<file path="config.mk">
export PLATFORM = sky130hd
export DESIGN_NAME = smr_cell
export DESIGN_NICKNAME = d
export VERILOG_FILES = /design/src/design/smr_pkg.sv /design/src/design/smr_cell.sv
export SDC_FILE = /design/constraint.sdc
export NUM_CORES = 1
export LEC_CHECK = 0
export ABC_AREA = 1
export BUFFER_PORTS_ARGS = -buffer_cell sky130_fd_sc_hd__buf_2
export CAP_MARGIN = 40
export CORE_AREA = 2 2 190 192
export CTS_BUF_LIST = sky130_fd_sc_hd__clkbuf_8
export DETAILED_ROUTE_END_ITERATION = 10
export DIE_AREA = 0 0 192 194
export SYNTH_ARGS = -nofsm -noshare
export SYNTH_HDL_FRONTEND = slang
export SYNTH_SLANG_ARGS = --single-unit
</file>
<file path="constraint.sdc">
create_clock -name aclk -period 16.04 [get_ports aclk]
set_input_delay 3.208 -clock aclk [delete_from_list [all_inputs] [get_ports aclk]]
set_output_delay 3.208 -clock aclk [all_outputs]
set_load 0.005 [all_outputs]
</file>
<file path="src/design/smr_pkg.sv">
// Shared types, codes and helpers for the sequenced message resequencer.
package smr_pkg;

    localparam int STORE_DEPTH_DEF = 64;

    typedef enum logic [1:0] {
        OP_LIVE     = 2'd0,
        OP_BACKFILL = 2'd1,
        OP_READ     = 2'd2,
        OP_CLEAR    = 2'd3
    } opcode_t;

    typedef enum logic [3:0] {
        ST_INVALID    = 4'd0,
        ST_DUPLICATE  = 4'd1,
        ST_IN_ORDER   = 4'd2,
        ST_BUFFERED   = 4'd3,
        ST_BF_SKIPPED = 4'd4,
        ST_BF_ADDED   = 4'd5,
        ST_NOT_BUFFER = 4'd6,
        ST_OVERFLOW   = 4'd7,
        ST_CLEARED    = 4'd8,
        ST_READ       = 4'd9
    } status_t;

    typedef enum logic [1:0] {
        S_IDLE  = 2'd0,
        S_EVAL  = 2'd1,
        S_APPLY = 2'd2,
        S_RESP  = 2'd3
    } state_t;

    typedef struct packed {
        logic [31:0] stream_id;
        logic [31:0] seq_number;
        logic [62:0] sent_time;
        logic [31:0] payload_tag;
    } entry_t;

    typedef struct packed {
        logic eval;
        logic insert;
    } cell_ctrl_t;

    function automatic logic key_le(input entry_t a, input entry_t b);
        logic res;
        if (a.stream_id != b.stream_id) begin
            res = $signed(a.stream_id) < $signed(b.stream_id);
        end else begin
            res = $signed(a.seq_number) <= $signed(b.seq_number);
        end
        return res;
    endfunction

endpackage

</file>
<file path="src/design/smr_cell.sv">
// One slot of the sorted store: holds an entry, compares it and shifts right on insert.
module smr_cell import smr_pkg::*; #(
    parameter int CNT_W = 7,
    parameter int INDEX = 0
) (
    input  logic             aclk,
    input  logic             aresetn,
    input  cell_ctrl_t       ctrl,
    input  entry_t           new_entry,
    input  entry_t           left_entry,
    input  logic             left_le,
    input  logic [CNT_W-1:0] count,
    output entry_t           entry,
    output logic             le,
    output logic             hit
);

    entry_t entry_reg;
    logic   le_reg;
    logic   hit_reg;
    logic   active;

    assign active = count > CNT_W'(INDEX);

    always_ff @(posedge aclk) begin
        if (!aresetn) begin
            le_reg  <= 1'b0;
            hit_reg <= 1'b0;
        end else if (ctrl.eval) begin
            le_reg  <= active && key_le(entry_reg, new_entry);
            hit_reg <= active && (entry_reg.stream_id == new_entry.stream_id)
                              && (entry_reg.seq_number == new_entry.seq_number);
        end
    end

    always_ff @(posedge aclk) begin
        if (ctrl.insert && !le_reg) begin
            entry_reg <= left_le ? new_entry : left_entry;
        end
    end

    assign entry = entry_reg;
    assign le    = le_reg;
    assign hit   = hit_reg;

endmodule

</file>
==> results.md <==
* Status: finished clean
* Number of max-cap violations at 0
* Asr flop ratio synth at 0%
* Primary FF master, synth: edfxtp_1
* Mean area per synthesized cell at 11.9 sq um
* Hold crit path type: flip-flop to flip-flop
* Clock tree root buffer cell: clkbuf_8
* CP max stage delay at 580 ps
* Via density per instance at 4.28
* Post-synth EDFFs at 159
* Fmax at 222 MHz
* CP max-delay cell: nor2_4
* Hold Path Stages at 2
* Startpoint types: primary input
* Clk_lat worst skew at 500 ps
* Yosys top cell area share at 57.0%
* Setup Total Neg Slack at 0 ps
* Max FO, Critical Path at 47
* CTS sink count at 161
* Slew Viols, Final at 0
* Vias at 7,168
* Final setup viols at 0
* Fill cells at 3,660
* GRT Total Usage at 15.7%
* CP arrival at 4690 ps
* Starting density of the core at 23.8%
* CP Capture Type: flip-flop
* Top delay family on crit path: buffers and inverters
* Setup bufs post-CTS at 0
* Placer Congestion at 0.796
* Overall power at 1.01 mW
* VDD IR max at 0.0625 mV
* Post-cts resize count at 0
* Detail Route Antenna Nets at 0
* Leak at 5.52 nW
* Cts hold-fix bufs at 0
* Layout area overhead at 40.8%
* Yosys reg bits at 161
* Post-route clock period utilization at 28.1%
* Final hold vios at 0
* DRC Markers at 0
* Unique masters post-synth at 29
* Power Density at 85.5 nW/um^2
* Req. time, crit path at 16,220 ps
* Chip height at 194 um
* Drt pass-1 iters at 4
* Yosys warns at 0
* R2R cell count at 3
* First-pass GRT wire length at 42,700 um
* H-tree levels at 4
* Critical-path cell list: buf_2 > inv_1 > nor2_4 > buf_4 > buf_16
* Min Tclk post-route at 4510 ps
* Syn Inst Count at 702
* Final Net Count at 1,587
* Area contributors post-synth: edfxtp_1, mux2_2, ha_1, a21oi_1, inv_1
* DR WL/cell at 17.9 um
* Largest net degree at the start of global routing at 110
* IO Pins at 491
* Path length in cells of the critical path at 5
* CTS buffer count at 17
* Worst hold path startpoint: hit$_SDFFE_PN0P_
* Iteration-0 DRC Markers at 337
* Max reg flops at 159
* Port Buf Inserts at 490
* Most common cell in the netlist: edfxtp_1
* Multi-input gate area at 3150 sq um
* FF+latch area at 4810 sq um
* Worst Path Class, Setup: primary input to flip-flop
* CTS tree: built
* Worst Setup SP: ctrl[0]
* Clock slew at reported path FFs at 90 ps
* Row count at 69
* Total Wirelength at 30,000 um
* Clk buf depth at 2
* Post-DP HPWL at 24,400 um
* Die W at 192 um
* Initial antenna violation count at 10
* Largest area contributor in the netlist: edfxtp_1
* Post-synthesis sequential area ratio at 57.5%
* Grt ovf at 0
* RSZ-0062 raised after global routing: no
* Relative slew slack at 49.1%
* Vias in the first global route at 7,219
* Core Box Area at 35,200 sq um
* Net Count, Synth at 1,096
* Bufs and invs on worst path at 4
* Die area at 37,200 sq um
* Clk_skew at 16.7 ps
* Layout cell share with drive strength beyond 1 at 52.5%
* Mapped cell area at 8380 sq um
* Reg-to-Reg Start: le$_SDFFE_PN0P_
* Worst-Margin Slew at 762 ps
* Synth cell count leaders: edfxtp_1, mux2_2, a21oi_1
stage by stage:
stage	std cells	utilization [%]	setup slack [ps]	hold WS (ps)	instance area (sq um)
global placement	1631	32.2	10470	469	11300
floorplan	702	-	5460	472	8380
CTS	1667	33.4	11510	498	11800
detailed placement	1635	32.5	10960	474	11400
global route	1672	33.5	11410	553	11800
finish	1675	33.5	11530	497	11800
logic make-up (layout without fill, tap and decap cells):
group | Yosys count | count (layout) | synth area share (%)
buffers and inverters | 107 | 611 | 5.05
and+or+nand+nor | 167 | 167 | 8.32
other | 0 | 8 | 0
DFF | 161 | 161 | 57.5
AOI/OAI and AO/OA | 106 | 106 | 6.57
muxes | 97 | 97 | 13.0
adders and majority gates | 64 | 64 | 9.56
worst reg2reg max path: stages, from the launching register on:
cell and delay, ps:
dfxtp_1 400, nor2_4 640, buf_4 440, buf_16 290
final cells by class:
class	instances	area share (%)
Sequential cell	161	40.8
Multi-Input combinational cell	434	26.7
Timing Repair Buffer	497	21.9
Tap cell	461	4.89
Inverter	82	2.61
Clock buffer	17	1.98
Clock inverter	15	0.944
Antenna cell	8	0.170
final timing paths:
path                              end  slack [ps]
hold reg to reg      hit$_SDFFE_PN0P_         500
hold / removal       hit$_SDFFE_PN0P_         500
setup / recovery  entry[65]$_DFFE_PP_       11530
setup reg to reg  entry[65]$_DFFE_PP_       13920
metal layers:
metal  global-route usage [%]  part of all wire (%)
met5                        0                 0.043
met4                     5.29                   1.6
met3                     5.97                   8.9
met2                     26.3                    50
met1                     18.3                    40
cells in the final DEF, fill, tap and decap left out, types with 3 or more instances in the layout:
cell type | synthesis | layout
buf_16 | 0 | 3
buf_2 | 17 | 489
clkinv_4 | 0 | 3
inv_6 | 0 | 3
diode_2 | 0 | 8
clkbuf_8 | 0 | 18
nand3_1 | 6 | 6
clkinv_1 | 1 | 4
nand4_1 | 5 | 5
inv_1 | 81 | 81
a21oi_1 | 93 | 93
buf_4 | 0 | 3
edfxtp_1 | 159 | 159
o21a_1 | 4 | 4
mux2_2 | 97 | 97
o21ai_0 | 5 | 5
nand2_1 | 66 | 66
nor2_1 | 78 | 77
ha_1 | 64 | 64
power by group:
part | total (mW) | internal, mW | switching, mW | leakage [nW]
registers | 0.521 | 0.507 | 0.0140 | 1.55
clock network | 0.290 | 0.109 | 0.181 | 0.173
logic | 0.198 | 0.0968 | 0.101 | 3.80
total | 1.01 | 0.713 | 0.296 | 5.52
No activity file was read; power rests on OpenSTA's default activity.
